### src/design/spq_pkg.sv
// Shared types and constants for the sorted priority queue.
// No dependencies; imported by spq_cell and sorted_priority_queue.
`default_nettype none

package spq_pkg;

    localparam int CAPACITY = 16;
    localparam int KEY_W    = 32;
    localparam int CNT_W    = $clog2(CAPACITY + 1);

    typedef logic signed [KEY_W-1:0] key_t;
    typedef logic [CNT_W-1:0]        count_t;

    typedef enum logic {
        OP_INSERT = 1'b0,
        OP_REMOVE = 1'b1
    } op_t;

    typedef struct packed {
        op_t  op;
        key_t key;
    } item_t;

    typedef struct packed {
        key_t   removed_key;
        logic   removed_valid;
        logic   rejected;
        key_t   front_key;
        count_t stored_count;
        logic   is_empty;
    } result_t;

    // Command broadcast to every cell in the row
    typedef struct packed {
        logic ins;
        logic rem;
        key_t key;
    } cell_cmd_t;

    // What a cell shows its neighbors
    typedef struct packed {
        logic valid;
        logic move;
        key_t key;
    } nbr_t;

endpackage

`default_nettype wire

### src/design/spq_cell.sv
// One slot of the sorted row: holds a key and its valid bit.
// Depends on spq_pkg for the command and neighbor structs.
`default_nettype none

module spq_cell
    import spq_pkg::*;
(
    input  wire logic      clk,
    input  wire logic      rst_n,
    input  wire cell_cmd_t cmd,
    input  wire nbr_t      left,
    input  wire nbr_t      right,
    output nbr_t           self
);

    logic valid_reg;
    logic valid_next;
    key_t key_reg;
    key_t key_next;
    logic move;

    // Own key shifts right when the new key sorts strictly before it
    assign move = valid_reg && (cmd.key < key_reg);

    always_comb
    begin
        valid_next = valid_reg;
        key_next   = key_reg;
        if (cmd.ins)
        begin
            if (valid_reg && !move)
            begin
                // hold
            end
            else if (left.move)
            begin
                key_next   = left.key;
                valid_next = 1'b1;
            end
            else if (valid_reg || left.valid)
            begin
                key_next   = cmd.key;
                valid_next = 1'b1;
            end
        end
        else if (cmd.rem)
        begin
            // advance toward the front
            key_next   = right.key;
            valid_next = right.valid;
        end
    end

    always_ff @(posedge clk or negedge rst_n)
    begin
        if (!rst_n)
        begin
            valid_reg <= 1'b0;
        end
        else
        begin
            valid_reg <= valid_next;
        end
    end

    always_ff @(posedge clk)
    begin
        key_reg <= key_next;
    end

    assign self.valid = valid_reg;
    assign self.move  = move;
    assign self.key   = key_reg;

endmodule

`default_nettype wire

### src/design/sorted_priority_queue.sv
// Channel | Signals              | Handshake
// --------+----------------------+-----------------------------------------
// command | start, busy, item    | beat taken at clk when start && !busy
// result  | done, result         | one beat, done high for one cycle
//
// One command per cycle: the row of cells compares combinationally and shifts
// as the command is taken, and the result beat appears on the cycle after the command.
// busy stays low; the row never holds off a command.
// rst_n clears the count and every cell's valid bit; no clearing pass.
// The receiver cannot stall; a result beat is shown once and dropped.
// Depends on spq_pkg and spq_cell.
`default_nettype none

module sorted_priority_queue
    import spq_pkg::*;
(
    input  wire logic  clk,
    input  wire logic  rst_n,
    input  wire logic  start,
    output logic       busy,
    input  wire item_t item,
    output logic       done,
    output result_t    result
);

    count_t    count_reg;
    count_t    count_next;
    logic      done_reg;
    result_t   result_reg;
    result_t   result_next;
    logic      accept;
    logic      full;
    logic      empty;
    logic      do_ins;
    logic      do_rem;
    cell_cmd_t cmd;
    nbr_t      cells [CAPACITY];
    nbr_t      left_tie;
    nbr_t      right_tie;

    assign busy   = 1'b0;
    assign accept = start && !busy;
    assign full   = (count_reg == CNT_W'(CAPACITY));
    assign empty  = (count_reg == '0);
    assign do_ins = accept && (item.op == OP_INSERT) && !full;
    assign do_rem = accept && (item.op == OP_REMOVE) && !empty;

    assign cmd.ins = do_ins;
    assign cmd.rem = do_rem;
    assign cmd.key = item.key;

    assign left_tie.valid  = 1'b1;
    assign left_tie.move   = 1'b0;
    assign left_tie.key    = '0;
    assign right_tie.valid = 1'b0;
    assign right_tie.move  = 1'b0;
    assign right_tie.key   = '0;

    for (genvar i = 0; i < CAPACITY; i++)
    begin : g_cell
        spq_cell u_cell (
            .clk   (clk),
            .rst_n (rst_n),
            .cmd   (cmd),
            .left  ((i == 0) ? left_tie : cells[(i == 0) ? 0 : i - 1]),
            .right ((i == CAPACITY - 1) ? right_tie
                                        : cells[(i == CAPACITY - 1) ? i : i + 1]),
            .self  (cells[i])
        );
    end

    always_comb
    begin
        count_next  = count_reg;
        result_next = '0;
        if (do_ins)
        begin
            count_next = count_reg + CNT_W'(1);
            if (empty || (item.key < cells[0].key))
            begin
                result_next.front_key = item.key;
            end
            else
            begin
                result_next.front_key = cells[0].key;
            end
        end
        else if (do_rem)
        begin
            count_next                = count_reg - CNT_W'(1);
            result_next.removed_key   = cells[0].key;
            result_next.removed_valid = 1'b1;
            result_next.front_key     = (count_reg > CNT_W'(1)) ? cells[1].key : '0;
        end
        else
        begin
            // drop: full insert or empty remove
            result_next.rejected  = 1'b1;
            result_next.front_key = empty ? '0 : cells[0].key;
        end
        result_next.stored_count = count_next;
        result_next.is_empty     = (count_next == '0);
    end

    always_ff @(posedge clk or negedge rst_n)
    begin
        if (!rst_n)
        begin
            count_reg <= '0;
            done_reg  <= 1'b0;
        end
        else
        begin
            if (accept)
            begin
                count_reg <= count_next;
            end
            done_reg <= accept;
        end
    end

    always_ff @(posedge clk)
    begin
        if (accept)
        begin
            result_reg <= result_next;
        end
    end

    assign done   = done_reg;
    assign result = result_reg;

`ifndef ASSERT_OFF
    a_count_bound: assert property (@(posedge clk) disable iff (!rst_n)
        count_reg <= CNT_W'(CAPACITY))
        else $error("count exceeds capacity");

    a_done_follows: assert property (@(posedge clk) disable iff (!rst_n)
        accept |=> done)
        else $error("result beat missing after command");

    a_empty_flag: assert property (@(posedge clk) disable iff (!rst_n)
        done |-> (result.is_empty == (result.stored_count == '0)))
        else $error("empty flag disagrees with count");

    a_excl: assert property (@(posedge clk) disable iff (!rst_n)
        done |-> !(result.removed_valid && result.rejected))
        else $error("removed and rejected both set");

    a_front_valid: assert property (@(posedge clk) disable iff (!rst_n)
        (count_reg != '0) |-> cells[0].valid)
        else $error("front cell empty while count is nonzero");
`endif

endmodule

`default_nettype wire
### config.mk
export PLATFORM = sky130hd
export DESIGN_NAME = sorted_priority_queue
export DESIGN_NICKNAME = d
export VERILOG_FILES = /design/src/design/spq_pkg.sv /design/src/design/spq_cell.sv /design/src/design/sorted_priority_queue.sv
export SDC_FILE = /design/constraint.sdc
export NUM_CORES = 2
export LEC_CHECK = 0
export BUFFER_PORTS_ARGS = -buffer_cell sky130_fd_sc_hd__clkbuf_2
export CELL_PAD_IN_SITES_DETAIL_PLACEMENT = 1
export CELL_PAD_IN_SITES_GLOBAL_PLACEMENT = 1
export CORE_MARGIN = 2
export CORE_UTILIZATION = 46
export CTS_CLUSTER_SIZE = 40
export DETAILED_ROUTE_END_ITERATION = 10
export PLACE_DENSITY = 0.83
export SETUP_SLACK_MARGIN = 0.15
export SKIP_CTS_REPAIR_TIMING = 1
export SYNTH_ARGS = -nofsm -noshare
export SYNTH_HDL_FRONTEND = slang
export SYNTH_SLANG_ARGS = --single-unit
### constraint.sdc
create_clock -name clk -period 4.76 [get_ports clk]
set_input_delay 0.238 -clock clk [delete_from_list [all_inputs] [get_ports clk]]
set_output_delay 0.238 -clock clk [all_outputs]
set_load 0.005 [all_outputs]
==> impl_metrics.sql <==
INSERT INTO impl_metrics (metric_group, metric, value, unit) VALUES
('synth', 'yosys.area.top_type_share', '41.43', '%'),
('floorplan', 'top_level_ports', '110', ''),
('pwr', 'internal-power', '13640', 'uW'),
('pwr', 'ir_worst_vdd', '0.2936', 'mV'),
('cts', 'clk_pin_slew_worst_paths', '0.06', 'ns'),
('floorplan', 'start_util', '46.32', '%'),
('cts', 'cts-root-buf', 'sky130_fd_sc_hd__clkbuf_16', ''),
('cells_and_area', 'antenna_cells_inserted', '0', ''),
('cts', 'cts_tree', 'done', ''),
('route', 'drtIter0Drc', '3786', ''),
('global_routing', 'number_of_antenna_violations_at_the_first_check_in_global_routing', '2', ''),
('cts', 'clock_latency', '0.65', 'ns'),
('timing', 'slew_violations', '0', ''),
('timing', 'fin_worst_skew', '0.02846', 'ns'),
('timing', 'hold_ws', '0.1414', 'ns'),
('cells_and_area', 'largest_register_ff_count', '512', ''),
('timing', 'timing.slew.headroom', '8.829', '%'),
('route', 'routed_wire_length_per_instance', '25.99', 'um'),
('placed_design', 'place.detailed.hpwl', '103.6', 'mm'),
('synth', 'synth_area_leaders', 'sky130_fd_sc_hd__edfxtp_1 (41%), sky130_fd_sc_hd__ha_1 (15%), sky130_fd_sc_hd__inv_1 (4.9%)', ''),
('timing', 'unrepaired_setup_endpoints_after_global_routing', 'false', ''),
('global_routing', 'global_route.overflow_total', '0', ''),
('setup_path', 'timing.setup.critical_path_class', 'reg2reg', ''),
('pwr', 'p_comb_share', '36.8', '%'),
('floorplan', 'die_area', '94460', 'um2'),
('cells_and_area', 'fraction_of_final_layout_cells_with_drive_strength_greater_than_1', '9.714', '%'),
('pwr', 'net_switching_power', '8504', 'uW'),
('floorplan', 'chipWidth', '307.3', 'um'),
('floorplan', 'coreArea', '91390', 'um2'),
('synth', 'postSynth.topFlopCell', 'sky130_fd_sc_hd__edfxtp_1', ''),
('route', 'drt-pass1-iter-count', '6', ''),
('pwr', 'power.density_cell_area', '470.8', 'nW/um2'),
('route', 'vias', '36540', ''),
('worst_hold_path', 'hp-class', 'in2reg', ''),
('setup_path', 'cp_top_family', 'compound AO/OA/AOI/OAI gates', ''),
('synth', 'synth.top_cells.by_count', 'sky130_fd_sc_hd__edfxtp_1 (584), sky130_fd_sc_hd__inv_1 (552), sky130_fd_sc_hd__ha_1 (499)', ''),
('global_routing', 'first_pass_grt_wire_length', '224.6', 'mm'),
('setup_path', 'cp-start-kind', 'register', ''),
('placed_design', 'finalWeightedCongestion', '0.9033', ''),
('cells_and_area', 'syn_to_final_growth', '11.11', '%'),
('synth', 'asyncSetResetFlopFracSynth', '3.630', '%'),
('global_routing', 'vias_in_the_first_global_route', '37850', ''),
('floorplan', 'die_height', '307.3', 'um'),
('setup_path', 'critical-path-max-stage-delay', '1.12', 'ns'),
('synth', 'synth-edff-count', '584', ''),
('worst_hold_path', 'hold_end', 'g_cell[12].u_cell.key_reg[16]', ''),
('setup_path', 'startpoint_of_the_worst_register_to_register_path', 'g_cell[1].u_cell.key_reg[17]', ''),
('outcome', 'run_status', 'completed', ''),
('flow_run', 'max_cap_violations', '0', ''),
('synth', 'synth_area_per_cell', '9.771', 'um2'),
('cells_and_area', 'nNetsFinal', '4885', ''),
('pwr', 'p_clk_share', '25.6', '%'),
('setup_path', 'worstPathArrival', '4.76', 'ns'),
('synth', 'yosysWarningCount', '0', ''),
('route', 'via_per_inst', '6.533', ''),
('pwr', 'power.share.switching', '38.40', '%'),
('global_routing', 'grt_use_total', '30.29', '%'),
('worst_hold_path', 'whs_path_depth', '3', ''),
('route', 'routed_wire_length', '145.3', 'mm'),
('cells_and_area', 'filler_cell_count', '10150', ''),
('floorplan', 'rows', '111', ''),
('timing', 'hold_viol', '0', ''),
('timing', 'worst_slew_pin_tran', '1.368', 'ns'),
('setup_path', 'critical_path.n_buffers_inverters', '2', ''),
('timing', 'post-route-period-util', '93.25', '%'),
('synth', 'ys_seq_elements', '606', ''),
('setup_path', 'crit_path_cell_trace', 'inv_1, ha_1, a21oi_1, o21ai_0, a221oi_1, o2111ai_1, a21bo_2, nand2_1, nor2_1, o21ai_4, buf_12', ''),
('synth', 'synthesis.instances', '4332', ''),
('setup_path', 'endpoint_kind', 'register', ''),
('synth', 'synthDominantAreaCellType', 'sky130_fd_sc_hd__edfxtp_1', ''),
('pwr', 'seq_power_share', '37.7', '%');
==> through the flow <==
step / cell area (um2) / util, % / power (uW) / worst slack (ns) / std cells
floorplan: 42330 / - / 13380 / 0.2109 / 4332
global placement: 44680 / 48.89 / 15780 / 0.4153 / 5460
detailed placement: 44680 / 48.89 / 16290 / 0.3317 / 5460
CTS: 47000 / 51.43 / 22030 / 0.4688 / 5589
global route: 47030 / 51.47 / 23230 / 0.5235 / 5592
finish: 47030 / 51.47 / 22140 / 0.3212 / 5592
==> placed cells by master, fill, tap and decap left out, types with 100 or more instances in the layout <==
master	count
sky130_fd_sc_hd__nor2_1	165
sky130_fd_sc_hd__ha_1	499
sky130_fd_sc_hd__o21ai_0	230
sky130_fd_sc_hd__o221ai_1	189
sky130_fd_sc_hd__buf_4	100
sky130_fd_sc_hd__nand2_1	459
sky130_fd_sc_hd__o311ai_0	110
sky130_fd_sc_hd__a21oi_1	179
sky130_fd_sc_hd__nand3_1	340
sky130_fd_sc_hd__clkbuf_2	107
sky130_fd_sc_hd__inv_1	552
sky130_fd_sc_hd__edfxtp_1	584
sky130_fd_sc_hd__mux2i_1	100
==> power groups by stage <==
stage               sequential [uW]  clock, uW  combinational (uW)
CTS                            8310       5700                8010
floorplan                      8070          0                5300
global route                   8450       5890                8890
detailed placement             8390          0                7890
finish                         8340       5660                8140
global placement               8330          0                7440
==> worst max-delay path by stage <==
stage	startpoint	endpoint	slack, ns	cells past startpoint
after floorplan	g_cell[13].u_cell.key_reg[5]	g_cell[13].u_cell.key_reg[0]	0.21	9
after global placement	item[18]	g_cell[1].u_cell.key_reg[4]	0.42	12
after detailed placement	item[18]	g_cell[1].u_cell.key_reg[4]	0.33	12
after CTS	g_cell[1].u_cell.key_reg[17]	g_cell[1].u_cell.key_reg[6]	0.47	11
after global routing	g_cell[1].u_cell.key_reg[17]	g_cell[1].u_cell.key_reg[6]	0.52	11
final	g_cell[1].u_cell.key_reg[17]	g_cell[1].u_cell.key_reg[2]	0.32	11
==> layout make-up <==
class                      instances  area [um2]  share of cell area, %
multi-input combinational       2880       21200                  45.08
sequential                       606       18090                  38.46
clock inverter                    29       292.8                 0.6225
tap                             1186        1484                  3.155
inverter                         554        2079                  4.421
timing repair buffer             237        1857                  3.948
clock buffer                     100        2031                  4.318
==> layer usage <==
metal	vias to the layer above	share of wire [%]	global-route usage [%]
met5	-	0.0089	0
met2	1697	46	48.13
met3	284	8.0	4.418
met4	2	3.7	12.05
li1	16270	-	-
met1	18280	43	41.63
==> worst reg2reg max path: cells and delay by family, from the launching register on <==
| family | cells | cell delay (ns) |
|---|---|---|
| AO/OA/AOI/OAI | 6 | 2.66 |
| AND/OR/NAND/NOR | 2 | 0.23 |
| flip-flops | 1 | 0.44 |
| buffers and inverters | 2 | 0.45 |
| adder cells (fa/ha/maj) | 1 | 0.28 |
==> cells by family (layout without fill, tap and decap cells) <==
group | after synthesis | count (layout) | share of synthesized area, %
fa+ha+maj | 499 | 499 | 14.75
flops | 606 | 606 | 42.73
xor+xnor | 6 | 6 | 0.1241
buf+inv | 846 | 920 | 7.816
simple gates | 1129 | 1129 | 12.09
other cells | 1 | 1 | 0.008859
compound gates | 1143 | 1143 | 20.07
mux | 102 | 102 | 2.412
No activity file was read; power rests on OpenSTA's default activity.
